===== src/rtl/core/bpro_pkg.sv =====
// Shared types and constants for the bitplane raster-op ALU.
`default_nettype none

package bpro_pkg;

  localparam int unsigned OffsetW  = 14;
  localparam int unsigned ByteW    = 8;
  localparam int unsigned PlaneCnt = 3;
  localparam int unsigned CfgIdxW  = 3;
  localparam int unsigned CfgDataW = 32;
  localparam int unsigned SlotW    = 4;
  localparam int unsigned MaxSlots = 8;

  // Configuration register indexes
  localparam logic [CfgIdxW-1:0] RegCommand     = 3'd0;
  localparam logic [CfgIdxW-1:0] RegDrawColor   = 3'd1;
  localparam logic [CfgIdxW-1:0] RegPixelMask   = 3'd2;
  localparam logic [CfgIdxW-1:0] RegBankDisable = 3'd3;
  localparam logic [CfgIdxW-1:0] RegCmpSlots    = 3'd4;
  localparam logic [CfgIdxW-1:0] RegTilePattern = 3'd5;
  localparam logic [CfgIdxW-1:0] RegPageHidden  = 3'd6;

  // Command register bit positions
  localparam int unsigned CmdEnableBit = 7;
  localparam int unsigned CmdCmpWrBit  = 6;
  localparam int unsigned CmdNeqBit    = 5;

  // Register reset values
  localparam logic [ByteW-1:0]    BankDisableRst = 8'h08;
  localparam logic [CfgDataW-1:0] CmpSlotsRst    = 32'h8888_8888;

  typedef enum logic [2:0] {
    OP_PSET    = 3'd0,
    OP_PRESET  = 3'd1,
    OP_OR      = 3'd2,
    OP_AND     = 3'd3,
    OP_XOR     = 3'd4,
    OP_NOT     = 3'd5,
    OP_TILE    = 3'd6,
    OP_COMPARE = 3'd7
  } rop_op_e;

  typedef struct packed {
    logic    enable;
    logic    cmp_write;
    logic    write_neq;
    rop_op_e op;
  } rop_ctrl_t;

  typedef struct packed {
    logic [OffsetW-1:0] vram_offset;
    logic [ByteW-1:0]   blue_old;
    logic [ByteW-1:0]   red_old;
    logic [ByteW-1:0]   green_old;
  } in_item_t;

endpackage

`default_nettype wire


===== src/rtl/core/bpro_if.sv =====
// Item channel interfaces: memory access in, plane write out.
`default_nettype none

interface bpro_in_if;
  logic                          valid;
  logic                          ready;
  logic [bpro_pkg::OffsetW-1:0]  vram_offset;
  logic [bpro_pkg::ByteW-1:0]    blue_old;
  logic [bpro_pkg::ByteW-1:0]    red_old;
  logic [bpro_pkg::ByteW-1:0]    green_old;

  modport source (output valid, vram_offset, blue_old, red_old, green_old, input ready);
  modport sink   (input valid, vram_offset, blue_old, red_old, green_old, output ready);
endinterface

interface bpro_out_if;
  logic                          valid;
  logic                          ready;
  logic [bpro_pkg::OffsetW-1:0]  write_offset;
  logic [bpro_pkg::ByteW-1:0]    blue_new;
  logic [bpro_pkg::ByteW-1:0]    red_new;
  logic [bpro_pkg::ByteW-1:0]    green_new;
  logic [bpro_pkg::PlaneCnt-1:0] plane_write_enable;
  logic [bpro_pkg::ByteW-1:0]    match_status;

  modport source (output valid, write_offset, blue_new, red_new, green_new,
                  plane_write_enable, match_status, input ready);
  modport sink   (input valid, write_offset, blue_new, red_new, green_new,
                  plane_write_enable, match_status, output ready);
endinterface

`default_nettype wire


===== src/rtl/core/bpro_color_cmp.sv =====
// Eight-pixel color compare against the slot table.
`default_nettype none

module bpro_color_cmp #(
  parameter int unsigned SlotCount = 8
) (
  input  wire logic [bpro_pkg::ByteW-1:0]    blue_i,
  input  wire logic [bpro_pkg::ByteW-1:0]    red_i,
  input  wire logic [bpro_pkg::ByteW-1:0]    green_i,
  input  wire logic [bpro_pkg::CfgDataW-1:0] slots_i,
  input  wire logic [bpro_pkg::PlaneCnt-1:0] care_i,
  output logic      [bpro_pkg::ByteW-1:0]    match_o
);
  import bpro_pkg::*;

  always_comb begin
    logic [PlaneCnt-1:0] color;
    logic [SlotW-1:0]    slot;
    logic                hit;
    match_o = '0;
    for (int p = 0; p < ByteW; p++) begin
      color = {green_i[p], red_i[p], blue_i[p]};
      hit   = 1'b0;
      for (int j = 0; j < MaxSlots; j++) begin
        slot = slots_i[j*SlotW +: SlotW];
        // bit3 marks an unused slot
        if (j < SlotCount && !slot[SlotW-1] &&
            ((slot[PlaneCnt-1:0] & care_i) == (color & care_i))) begin
          hit = 1'b1;
        end
      end
      match_o[p] = hit;
    end
  end

endmodule

`default_nettype wire


===== src/rtl/core/bpro_plane_rop.sv =====
// Raster operation, pixel mask merge and compare gate for one plane.
`default_nettype none

module bpro_plane_rop (
  input  wire bpro_pkg::rop_ctrl_t       ctrl_i,
  input  wire logic [bpro_pkg::ByteW-1:0] old_i,
  input  wire logic                       fill_i,
  input  wire logic [bpro_pkg::ByteW-1:0] tile_i,
  input  wire logic [bpro_pkg::ByteW-1:0] pixel_mask_i,
  input  wire logic [bpro_pkg::ByteW-1:0] gate_i,
  input  wire logic                       disabled_i,
  input  wire logic                       hidden_i,
  output logic      [bpro_pkg::ByteW-1:0] new_o,
  output logic                            we_o
);
  import bpro_pkg::*;

  logic [ByteW-1:0] fill;
  logic [ByteW-1:0] rop;
  logic [ByteW-1:0] merged;

  assign fill = {ByteW{fill_i}};

  always_comb begin
    unique case (ctrl_i.op)
      OP_PSET:    rop = fill;
      OP_PRESET:  rop = ~fill;
      OP_OR:      rop = fill | old_i;
      OP_AND:     rop = fill & old_i;
      OP_XOR:     rop = fill ^ old_i;
      OP_NOT:     rop = ~old_i;
      OP_TILE:    rop = tile_i;
      OP_COMPARE: rop = '0;
      default:    rop = '0;
    endcase
  end

  always_comb begin
    merged = (rop & ~pixel_mask_i) | (old_i & pixel_mask_i);
    merged = (old_i & ~gate_i) | (merged & gate_i);
  end

  assign we_o  = ctrl_i.enable && (ctrl_i.op != OP_COMPARE) && !disabled_i && !hidden_i;
  assign new_o = we_o ? merged : '0;

endmodule

`default_nettype wire


===== src/rtl/core/bitplane_raster_op_alu.sv =====
// Top level of the bitplane raster-op ALU with color compare.
//
// Usage:
//  - in_i carries one video memory access per item: the 14-bit offset and
//    the current blue, red and green bytes there. out_o returns one item per
//    access: the offset, the three bytes to write, a per-plane write enable
//    and the latest eight-pixel compare status.
//  - Registers (command, draw color, pixel mask, bank disable, compare slots,
//    tile pattern, page hidden) are written through cfg_we_i / cfg_index_i /
//    cfg_data_i, one per cycle. The user must write them only while no item
//    is in flight; the block itself does not enforce this.
//  - An item passes the input register, then the result register, before
//    out_o.valid rises. Throughput: one item per cycle unless out_o stalls;
//    in between lie only the compare tree and the per-plane byte logic.
//  - When the receiver stalls, the result register holds its item and the
//    input register can still take one more; in_i.ready drops only when
//    both are full.
//  - Reset: both stages empty, registers at their documented reset values,
//    compare status cleared.
`default_nettype none

module bitplane_raster_op_alu #(
  parameter int unsigned COMPARE_SLOT_COUNT = 8
) (
  input  wire logic                            clk_i,
  input  wire logic                            rst_ni,
  bpro_in_if.sink                              in_i,
  bpro_out_if.source                           out_o,
  input  wire logic                            cfg_we_i,
  input  wire logic [bpro_pkg::CfgIdxW-1:0]    cfg_index_i,
  input  wire logic [bpro_pkg::CfgDataW-1:0]   cfg_data_i
);
  import bpro_pkg::*;

  // ---------------------------------------------------------------------
  // Configuration registers
  // ---------------------------------------------------------------------
  logic [ByteW-1:0]      command_q;
  logic [ByteW-1:0]      draw_color_q;
  logic [ByteW-1:0]      pixel_mask_q;
  logic [ByteW-1:0]      bank_disable_q;
  logic [CfgDataW-1:0]   cmp_slots_q;
  logic [3*ByteW-1:0]    tile_pattern_q;
  logic [PlaneCnt-1:0]   page_hidden_q;

  always_ff @(posedge clk_i or negedge rst_ni) begin
    if (!rst_ni) begin
      command_q      <= '0;
      draw_color_q   <= '0;
      pixel_mask_q   <= '0;
      bank_disable_q <= BankDisableRst;
      cmp_slots_q    <= CmpSlotsRst;
      tile_pattern_q <= '0;
      page_hidden_q  <= '0;
    end else if (cfg_we_i) begin
      unique case (cfg_index_i)
        RegCommand:     command_q      <= cfg_data_i[ByteW-1:0];
        RegDrawColor:   draw_color_q   <= cfg_data_i[ByteW-1:0];
        RegPixelMask:   pixel_mask_q   <= cfg_data_i[ByteW-1:0];
        RegBankDisable: bank_disable_q <= cfg_data_i[ByteW-1:0];
        RegCmpSlots:    cmp_slots_q    <= cfg_data_i;
        RegTilePattern: tile_pattern_q <= cfg_data_i[3*ByteW-1:0];
        RegPageHidden:  page_hidden_q  <= cfg_data_i[PlaneCnt-1:0];
        default: ;  // unknown index: write dropped
      endcase
    end
  end

  rop_ctrl_t ctrl;
  assign ctrl.enable    = command_q[CmdEnableBit];
  assign ctrl.cmp_write = command_q[CmdCmpWrBit];
  assign ctrl.write_neq = command_q[CmdNeqBit];
  assign ctrl.op        = rop_op_e'(command_q[2:0]);

  // ---------------------------------------------------------------------
  // Handshake: input stage feeds result stage
  // ---------------------------------------------------------------------
  logic     s1_valid_q;
  in_item_t s1_item_q;
  logic     out_valid_q;
  logic     out_load;
  logic     s1_load;

  assign out_load    = s1_valid_q && (!out_valid_q || out_o.ready);
  assign s1_load     = in_i.valid && in_i.ready;
  assign in_i.ready  = !s1_valid_q || out_load;

  always_ff @(posedge clk_i or negedge rst_ni) begin
    if (!rst_ni) begin
      s1_valid_q <= 1'b0;
    end else if (in_i.ready) begin
      s1_valid_q <= in_i.valid;
    end
  end

  always_ff @(posedge clk_i) begin
    if (s1_load) begin
      s1_item_q.vram_offset <= in_i.vram_offset;
      s1_item_q.blue_old    <= in_i.blue_old;
      s1_item_q.red_old     <= in_i.red_old;
      s1_item_q.green_old   <= in_i.green_old;
    end
  end

  // ---------------------------------------------------------------------
  // Datapath for the item in the input stage
  // ---------------------------------------------------------------------
  logic [ByteW-1:0] rd [PlaneCnt];

  // hidden pages read as all ones
  assign rd[0] = page_hidden_q[0] ? '1 : s1_item_q.blue_old;
  assign rd[1] = page_hidden_q[1] ? '1 : s1_item_q.red_old;
  assign rd[2] = page_hidden_q[2] ? '1 : s1_item_q.green_old;

  logic [ByteW-1:0] match;
  logic [ByteW-1:0] cmp_result_q;
  logic [ByteW-1:0] cmp_result_d;
  logic             cmp_run;

  bpro_color_cmp #(
    .SlotCount (COMPARE_SLOT_COUNT)
  ) u_cmp (
    .blue_i  (rd[0]),
    .red_i   (rd[1]),
    .green_i (rd[2]),
    .slots_i (cmp_slots_q),
    .care_i  (~bank_disable_q[PlaneCnt-1:0]),
    .match_o (match)
  );

  // compare runs in compare-write mode and for the compare-only operation
  assign cmp_run      = ctrl.enable && (ctrl.cmp_write || (ctrl.op == OP_COMPARE));
  assign cmp_result_d = cmp_run ? match : cmp_result_q;

  always_ff @(posedge clk_i or negedge rst_ni) begin
    if (!rst_ni) begin
      cmp_result_q <= '0;
    end else if (out_load) begin
      cmp_result_q <= cmp_result_d;
    end
  end

  // write gate: open everywhere unless compare-write mode
  logic [ByteW-1:0] gate;
  always_comb begin
    if (ctrl.cmp_write) begin
      gate = ctrl.write_neq ? ~cmp_result_d : cmp_result_d;
    end else begin
      gate = '1;
    end
  end

  logic [ByteW-1:0]    new_byte [PlaneCnt];
  logic [PlaneCnt-1:0] plane_we;

  for (genvar g = 0; g < PlaneCnt; g++) begin : g_plane
    bpro_plane_rop u_rop (
      .ctrl_i       (ctrl),
      .old_i        (rd[g]),
      .fill_i       (draw_color_q[g]),
      .tile_i       (tile_pattern_q[g*ByteW +: ByteW]),
      .pixel_mask_i (pixel_mask_q),
      .gate_i       (gate),
      .disabled_i   (bank_disable_q[g]),
      .hidden_i     (page_hidden_q[g]),
      .new_o        (new_byte[g]),
      .we_o         (plane_we[g])
    );
  end

  // ---------------------------------------------------------------------
  // Result register
  // ---------------------------------------------------------------------
  logic [OffsetW-1:0]  write_offset_q;
  logic [ByteW-1:0]    blue_new_q;
  logic [ByteW-1:0]    red_new_q;
  logic [ByteW-1:0]    green_new_q;
  logic [PlaneCnt-1:0] plane_we_q;
  logic [ByteW-1:0]    match_status_q;

  always_ff @(posedge clk_i or negedge rst_ni) begin
    if (!rst_ni) begin
      out_valid_q <= 1'b0;
    end else if (!out_valid_q || out_o.ready) begin
      out_valid_q <= s1_valid_q;
    end
  end

  always_ff @(posedge clk_i) begin
    if (out_load) begin
      write_offset_q <= s1_item_q.vram_offset;
      blue_new_q     <= new_byte[0];
      red_new_q      <= new_byte[1];
      green_new_q    <= new_byte[2];
      plane_we_q     <= plane_we;
      match_status_q <= cmp_result_d;
    end
  end

  assign out_o.valid              = out_valid_q;
  assign out_o.write_offset       = write_offset_q;
  assign out_o.blue_new           = blue_new_q;
  assign out_o.red_new            = red_new_q;
  assign out_o.green_new          = green_new_q;
  assign out_o.plane_write_enable = plane_we_q;
  assign out_o.match_status       = match_status_q;

endmodule

`default_nettype wire

===== src/flat_wrapper.sv =====
// flat-port wrapper written by rule: the top's interface ports become plain ports
module bitplane_raster_op_alu_flat import bpro_pkg::*;
#(
  parameter int unsigned COMPARE_SLOT_COUNT = 8
)
  (clk_i, rst_ni, cfg_we_i, cfg_index_i, cfg_data_i, in_i_valid, in_i_vram_offset, in_i_blue_old, in_i_red_old, in_i_green_old, in_i_ready, out_o_valid, out_o_write_offset, out_o_blue_new, out_o_red_new, out_o_green_new, out_o_plane_write_enable, out_o_match_status, out_o_ready);
  bpro_in_if in_i_i ();
  bpro_out_if out_o_i ();
  input  wire logic clk_i;
  input  wire logic rst_ni;
  input  wire logic cfg_we_i;
  input  wire logic [bpro_pkg::CfgIdxW-1:0] cfg_index_i;
  input  wire logic [bpro_pkg::CfgDataW-1:0] cfg_data_i;
  input wire logic [$bits(in_i_i.valid)-1:0] in_i_valid;
  input wire logic [$bits(in_i_i.vram_offset)-1:0] in_i_vram_offset;
  input wire logic [$bits(in_i_i.blue_old)-1:0] in_i_blue_old;
  input wire logic [$bits(in_i_i.red_old)-1:0] in_i_red_old;
  input wire logic [$bits(in_i_i.green_old)-1:0] in_i_green_old;
  output wire logic [$bits(in_i_i.ready)-1:0] in_i_ready;
  output wire logic [$bits(out_o_i.valid)-1:0] out_o_valid;
  output wire logic [$bits(out_o_i.write_offset)-1:0] out_o_write_offset;
  output wire logic [$bits(out_o_i.blue_new)-1:0] out_o_blue_new;
  output wire logic [$bits(out_o_i.red_new)-1:0] out_o_red_new;
  output wire logic [$bits(out_o_i.green_new)-1:0] out_o_green_new;
  output wire logic [$bits(out_o_i.plane_write_enable)-1:0] out_o_plane_write_enable;
  output wire logic [$bits(out_o_i.match_status)-1:0] out_o_match_status;
  input wire logic [$bits(out_o_i.ready)-1:0] out_o_ready;
  assign in_i_i.valid = in_i_valid;
  assign in_i_i.vram_offset = in_i_vram_offset;
  assign in_i_i.blue_old = in_i_blue_old;
  assign in_i_i.red_old = in_i_red_old;
  assign in_i_i.green_old = in_i_green_old;
  assign in_i_ready = in_i_i.ready;
  assign out_o_valid = out_o_i.valid;
  assign out_o_write_offset = out_o_i.write_offset;
  assign out_o_blue_new = out_o_i.blue_new;
  assign out_o_red_new = out_o_i.red_new;
  assign out_o_green_new = out_o_i.green_new;
  assign out_o_plane_write_enable = out_o_i.plane_write_enable;
  assign out_o_match_status = out_o_i.match_status;
  assign out_o_i.ready = out_o_ready;
  bitplane_raster_op_alu #(.COMPARE_SLOT_COUNT(COMPARE_SLOT_COUNT)) u_core (.clk_i(clk_i), .rst_ni(rst_ni), .in_i(in_i_i), .out_o(out_o_i), .cfg_we_i(cfg_we_i), .cfg_index_i(cfg_index_i), .cfg_data_i(cfg_data_i));
endmodule

===== config.mk =====
export PLATFORM = sky130hd
export DESIGN_NAME = bitplane_raster_op_alu_flat
export DESIGN_NICKNAME = d
export VERILOG_FILES = /design/src/rtl/core/bpro_pkg.sv /design/src/rtl/core/bpro_if.sv /design/src/rtl/core/bpro_color_cmp.sv /design/src/rtl/core/bpro_plane_rop.sv /design/src/rtl/core/bitplane_raster_op_alu.sv /design/src/flat_wrapper.sv
export SDC_FILE = /design/constraint.sdc
export NUM_CORES = 1
export LEC_CHECK = 0
export ABC_AREA = 0
export BUFFER_PORTS_ARGS = -buffer_cell sky130_fd_sc_hd__buf_2
export CAP_MARGIN = 20
export CORE_MARGIN = 2
export CORE_UTILIZATION = 35
export DETAILED_ROUTE_END_ITERATION = 10
export GPL_TIMING_DRIVEN = 0
export SYNTH_ARGS = -nofsm -noshare
export SYNTH_HDL_FRONTEND = slang
export SYNTH_SLANG_ARGS = --single-unit

===== constraint.sdc =====
create_clock -name clk_i -period 2.7 [get_ports clk_i]
set_input_delay 0.54 -clock clk_i [delete_from_list [all_inputs] [get_ports clk_i]]
set_output_delay 0.54 -clock clk_i [all_outputs]
set_load 0.02 [all_outputs]

==> results of run 1 <==
kinds of logic (layout without fill, tap and decap cells):
kind of cell	after synthesis	in the layout
AND/OR/NAND/NOR	368	368
AO/OA/AOI/OAI	214	214
flip-flops	176	176
multiplexers	164	164
buffers and inverters	135	345
adder cells (fa/ha/maj)	48	48
XOR/XNOR	5	5
other	0	1
through the flow:
stage / std cells / power, mW / setup TNS, ps / utilization
after global routing: 1762 / 13.3 / -14330 / 0.467
after floorplan: 1110 / 6.83 / -1160 / -
after CTS: 1730 / 11.8 / -11390 / 0.439
final: 1763 / 12.7 / -12950 / 0.467
after detailed placement: 1682 / 8.62 / -27270 / 0.401
after global placement: 1679 / 8.56 / -27060 / 0.399
worst paths after layout:
kind	start	to	slack [ps]	cells past startpoint
setup / recovery	u_core.bank_disable_q[2]$_DFFE_PN0P_	u_core.out_o.red_new[4]$_SDFFCE_PN0P_	-540	9
hold / removal	in_i_red_old[2]	u_core.s1_item_q[10]$_DFFE_PP_	250	1
setup reg to reg	u_core.bank_disable_q[2]$_DFFE_PN0P_	u_core.out_o.red_new[4]$_SDFFCE_PN0P_	-540	9
hold reg to reg	u_core.s1_item_q[30]$_DFFE_PP_	u_core.out_o.write_offset[6]$_DFFE_PP_	420	0
max in group asynchronous	rst_ni	u_core.cmp_slots_q[27]$_DFFE_PN1P_	1480	3
min in group asynchronous	rst_ni	u_core.pixel_mask_q[7]$_DFFE_PN0P_	530	2
critical path: cells and delay by family (launching register included):
family	cells	cell delay, ps
mux	1	300
compound gates	2	370
simple gates	4	1700
buf+inv	2	280
flops	1	390
layout by cell type (no fill, tap or decap), types with 41 or more instances in the layout:
master and n:
buf_2 131, edfxtp_1 87, nand2_1 82, dfrtp_1 77, mux2_2 76, mux2i_1 69, buf_4 65, ha_1 48
nor2_1 45, o21ai_0 43, o22ai_1 41
flip-flops by register name, indices dropped and copies added, names as in the netlist:
signal and count:
u_core.out_o.valid 1, u_core.out_o.green_new 8, u_core.page_hidden_q 3, u_core.command_q 6
u_core.cmp_result_q 8, u_core.out_o.match_status 8, u_core.out_o.blue_new 8, u_core.out_o.red_new 8
u_core.pixel_mask_q 8, u_core.s1_valid_q 1, u_core.draw_color_q 3, u_core.out_o.plane_write_enable 3
u_core.s1_item_q 38, u_core.cmp_slots_q 32, u_core.tile_pattern_q 24, u_core.out_o.write_offset 14
u_core.bank_disable_q 3
power breakdown:
group	switching [mW]	internal [mW]	leakage, nW
sequential	0.597	3.38	1.90
combinational	3.54	2.63	3.74
clock	1.09	1.51	0.308
repair_timing:
action | in CTS | in global routing
gates cloned | 1 | 2
buffers inserted | 26 | 46
resized for setup | 116 | 142
hold buffers | 1 | 0
pin swaps | 23 | 37
endpoints found under the hold margin | 21 | 0
setup endpoints to repair | 43 | 41
area by class of cell:
class                   instances  area, µm²  area share
plain buffers                  75        569      0.0374
diodes                          1       2.50    0.000164
well taps                     442        553      0.0363
clock buffers                  21        497      0.0326
inverters                      32        190      0.0125
flip-flops and latches        176       4850       0.319
repair buffers                206       1310      0.0862
clock inverters                11        124     0.00813
multi-input cells             799       7130       0.468
routing by layer:
metal	vias to the layer above	wire length [µm]	share of wire
met5	-	0	0
met3	148	4430	0.093
met1	5406	20300	0.42
li1	4704	-	-
met2	650	20700	0.43
met4	0	2450	0.051
==> flow_summary.json, run 1 <==
{
  "status": "complete, but fails checks",
  "violations": "setup timing",
  "antenna_found_initial": 1,
  "synth_area_leader_cell": "edfxtp_1",
  "grt_start_max_net_pins": 69,
  "ant_nets": 0,
  "root_buffer": "clkbuf_16",
  "path_class": "flip-flop to flip-flop",
  "final_area_mm2": 0.0152,
  "slew_viol_final": 0,
  "p_per_area_mw_per_mm2": 837,
  "place_area_mm2": 0.0131,
  "first_iter_violations": 1178,
  "die_h_um": 186,
  "busiest_layer": "met2",
  "ys_async_sr_fraction": 0.506,
  "crit_path_frequent_cell": "or4_4",
  "htreeDepth": 4,
  "grt_pass1_wl_mm": 68.2,
  "globalRouteOverflowTotal": 0,
  "period_minus_slack_ps": 3240,
  "vdd_drop_max_mv": 0.543,
  "rows": 66,
  "hold_ws_ps": 251,
  "via_per_inst": 6.19,
  "fin_nets": 1433,
  "yosysTopAreaCellShare": 0.225,
  "max_stage_delay_ps": 580,
  "syn2layout_area_growth_pct": 31.2,
  "synthTopCellsByArea": "edfxtp_1, dfrtp_1, mux2_2, mux2i_1, ha_1",
  "finalClockSkew_ps": 8.58,
  "maxCapViolations": 0,
  "cts_tree": "yes",
  "drive_above_1_share": 0.414,
  "timing.final.ws_setup_ps": -539,
  "worstSkewPairLatency_ps": 460,
  "synthTopCellsByCount": "edfxtp_1, mux2i_1, clkbuf_1, nand2_1, dfrtp_1",
  "ys_ff_latch": 176,
  "cellLeakagePower_nw": 5.95,
  "track_usage": 0.274,
  "die_area_mm2": 0.0346,
  "clk_pin_slew_ps": 70,
  "setup_viol": 34,
  "grtUsageMet1": 0.372,
  "synth.net_count": 1236,
  "grt_util_met3": 0.0563,
  "synth_area_per_cell_um2": 10.5,
  "synthMuxAreaShare": 0.150,
  "coreArea_mm2": 0.0326,
  "n_fill_cell": 3059,
  "cts_buffer_depth": 2,
  "grt_pass1_vias": 10400,
  "floorplan.initialDensity": 0.356,
  "synth-compound-area-share": 0.137,
  "synth_fa_ha_area_frac": 0.0517,
  "wl_mm": 47.8,
  "relSlewSlack": 0.330,
  "yosysSeqAreaShare": 0.418,
  "crit_chain": "buf_6 > buf_4 > or3b_4 > o221ai_2 > nor4_1 > or4_4 > or4_4 > o311ai_4 > mux2i_1",
  "numCtsBuffers": 17,
  "cts.sinks": 176,
  "hpwl_mm": 34.9,
  "worstPathMaxFanout": 8,
  "hold_class": "primary input to flip-flop",
  "synthXorXnorAreaFrac": 0.00377,
  "die_x_um": 186,
  "cp-end-kind": "flip-flop",
  "synth_edf_count": 87,
  "synthSimpleGateAreaFrac": 0.194,
  "hold_viol_final": 0,
  "tightest_slew_ps": 1000,
  "synth_ff_type": "edfxtp_1",
  "yosysMostFrequentCell": "edfxtp_1",
  "yosysWarnings": 0,
  "grt_use_met2": 0.407,
  "pin_count": 129,
  "gp_congestion": 1.01,
  "synth_top_family_by_area": "simple AND/OR/NAND/NOR gates",
  "start_kind": "flip-flop",
  "wl_per_cell_um": 27.1,
  "fmax_mhz": 309,
  "cp.required_ps": 2990,
  "place_ws_ps": -1140,
  "drc_errors": 0,
  "rsz0062_at_grt": "true",
  "synthCells": 1110,
  "yosysUniqueCellTypes": 64,
  "num_vias": 10900,
  "io_buffers": 127,
  "cp_slowest_cell": "or4_4",
  "synth_area_mm2": 0.0116,
  "dr.pass1.iters": 6,
  "period_share": 1.20,
  "cp.arrival_ps": 3520
}
Note: power is estimated with default switching activity, not from simulation.
==> inputs of run 2 (changes only) <==
- CELL_PAD_IN_SITES_DETAIL_PLACEMENT: unset -> 0
- CELL_PAD_IN_SITES_GLOBAL_PLACEMENT: unset -> 1
- PLACE_DENSITY_LB_ADDON: unset -> 0.1
==> flow_summary.json, run 2 (same netlist as run 1, synthesis figures left out) <==
{
  "path_buf_inv": 2,
  "drc_errors": 0,
  "hold_class": "primary input to asynchronous set/reset pin",
  "p_switching_mw": 5.17,
  "timing.final.ws_setup_ps": -548,
  "fin_nets": 1420,
  "worstSkewPairLatency_ps": 460,
  "numCtsBuffers": 17,
  "cts_tree": "yes",
  "wl_mm": 48.3,
  "n_fill_cell": 3162,
  "cts.sinks": 176,
  "htreeDepth": 4,
  "hold_viol_final": 0,
  "root_buffer": "clkbuf_16",
  "hpwl_mm": 36.2,
  "largestRegisters": "u_core.s1_item_q (38), u_core.cmp_slots_q (32), u_core.tile_pattern_q (24)",
  "via_per_inst": 6.02,
  "track_usage": 0.285,
  "busiest_layer": "met2",
  "io_buffers": 127,
  "mostFrequentLayoutCell": "buf_2",
  "critical_path.top_delay_family": "simple AND/OR/NAND/NOR gates",
  "antenna_found_initial": 0,
  "cts_buffer_depth": 2,
  "setup_viol": 32,
  "status": "complete, but fails checks",
  "rsz0062_at_grt": "true",
  "finalClockSkew_ps": 12.2,
  "dr.pass1.iters": 5,
  "final_cell_mix": "buf_2, edfxtp_1, nand2_1",
  "grt_use_met2": 0.434,
  "wl_per_cell_um": 27.6,
  "cp-end-kind": "flip-flop",
  "pin_count": 129,
  "drive_above_1_share": 0.401,
  "largest_register_ffs": 38,
  "die_x_um": 186,
  "max_stage_delay_ps": 540,
  "p_per_area_mw_per_mm2": 831,
  "p_comb_frac": 0.485,
  "crit_path_frequent_cell": "or4_4",
  "multi_input_area_mm2": 0.00707,
  "grt_util_met3": 0.0697,
  "p_clk_frac": 0.200,
  "totalPowerFinal_mw": 12.5,
  "grt_pass1_vias": 10000,
  "grt_pass1_wl_mm": 69.7,
  "fmax_mhz": 308,
  "die_h_um": 186,
  "p_seq_frac": 0.315,
  "violations": "setup timing",
  "period_share": 1.20,
  "num_vias": 10500,
  "syn2layout_area_growth_pct": 29.4,
  "globalRouteOverflowTotal": 0,
  "grtUsageMet1": 0.389,
  "grt_start_max_net_pins": 66,
  "first_iter_violations": 1034,
  "switching_share": 0.414,
  "floorplan.initialDensity": 0.356,
  "coreArea_mm2": 0.0326,
  "path_class": "flip-flop to flip-flop",
  "place_ws_ps": -1210,
  "start_kind": "flip-flop",
  "seq_area_mm2": 0.00486,
  "ant_nets": 0,
  "regMostFlops": "u_core.s1_item_q",
  "maxCapViolations": 0,
  "cp_slowest_cell": "or4_4",
  "power.internal_mw": 7.32,
  "die_area_mm2": 0.0346,
  "period_minus_slack_ps": 3250,
  "rows": 66,
  "cellLeakagePower_nw": 5.83,
  "cp.required_ps": 2990,
  "tightest_slew_ps": 947,
  "n_antenna_cell": 0,
  "crit_chain": "buf_6 > or3b_4 > buf_8 > o221ai_1 > a2111oi_0 > or4_4 > or4_4 > o311ai_4 > mux2i_2",
  "slew_viol_final": 0,
  "cts_hold_buf": 0,
  "cp.arrival_ps": 3540,
  "relSlewSlack": 0.364,
  "clk_pin_slew_ps": 70,
  "gp_congestion": 0.955,
  "vdd_drop_max_mv": 0.516,
  "worstPathMaxFanout": 8
}
-- run 2: changes by cell type in the layout (fill, tap and decap cells not counted), sizes merged --
cell         previous run  this run
dlygate4sd3             1         0
clkinv                 11         7
inv                    29        34
buf                   230       206
diode                   1         0
clkbuf                 71        79
clkinvlp                1         4
-- run 2: metrics by stage --
stage / cell area (µm²) / hold WS (ps) / instances / util / TNS (ps)
finish: 15000 / 11.0 / 1749 / 0.461 / -11750
global route: 15000 / 23.7 / 1749 / 0.461 / -13720
CTS: 14600 / 4.45 / 1737 / 0.448 / -10960
detailed placement: 13100 / 405 / 1681 / 0.400 / -27660
global placement: 13000 / 400 / 1679 / 0.399 / -28900
floorplan: 11800 / 244 / 1110 / - / -1160
-- run 2: power by group through the flow --
stage,Clock (mW),Combinational [mW],Sequential [mW]
6_report,2.49,6.06,3.94
5_1_grt,2.68,6.40,4.00
4_1_cts,2.57,5.55,3.91
3_5_place_dp,0,4.69,3.94
3_3_place_gp,0,4.66,3.93
2_1_floorplan,0,3.00,3.83
-- run 2: final timing paths --
path                                                      start                                 endpoint  slack [ps]  depth (start not counted)
max                        u_core.bank_disable_q[1]$_DFFE_PN0P_  u_core.out_o.green_new[4]$_SDFFCE_PN0P_        -550                          9
min                                                      rst_ni       u_core.cmp_slots_q[30]$_DFFE_PN0P_          10                          1
max reg2reg                u_core.bank_disable_q[1]$_DFFE_PN0P_  u_core.out_o.green_new[4]$_SDFFCE_PN0P_        -550                          9
min reg2reg                      u_core.s1_item_q[30]$_DFFE_PP_   u_core.out_o.write_offset[6]$_DFFE_PP_         420                          0
max in group asynchronous                                rst_ni       u_core.cmp_slots_q[31]$_DFFE_PN1P_        1920                          2
min in group clk_i                              in_i_red_old[7]           u_core.s1_item_q[15]$_DFFE_PP_         240                          1
-- run 2: cell type report --
type | instances | share of cell area
plain buffers | 80 | 0.0401
multi-input cells | 799 | 0.470
flip-flops and latches | 176 | 0.323
repair buffers | 188 | 0.0791
clock inverters | 15 | 0.0106
well taps | 442 | 0.0368
clock buffers | 17 | 0.0283
inverters | 32 | 0.0115
-- run 2: layer usage --
layer / vias to the layer above / routed length (µm)
li1: 4677 / -
met1: 5235 / 20900
met2: 525 / 21400
met3: 92 / 3960
met4: 0 / 2000
met5: - / 0
-- run 2: timing repair --
item                       CTS  global route
resized for setup          164            67
pin swaps                   29            22
gates cloned                 3             1
buffers inserted            39            15
setup endpoints to repair   43            39
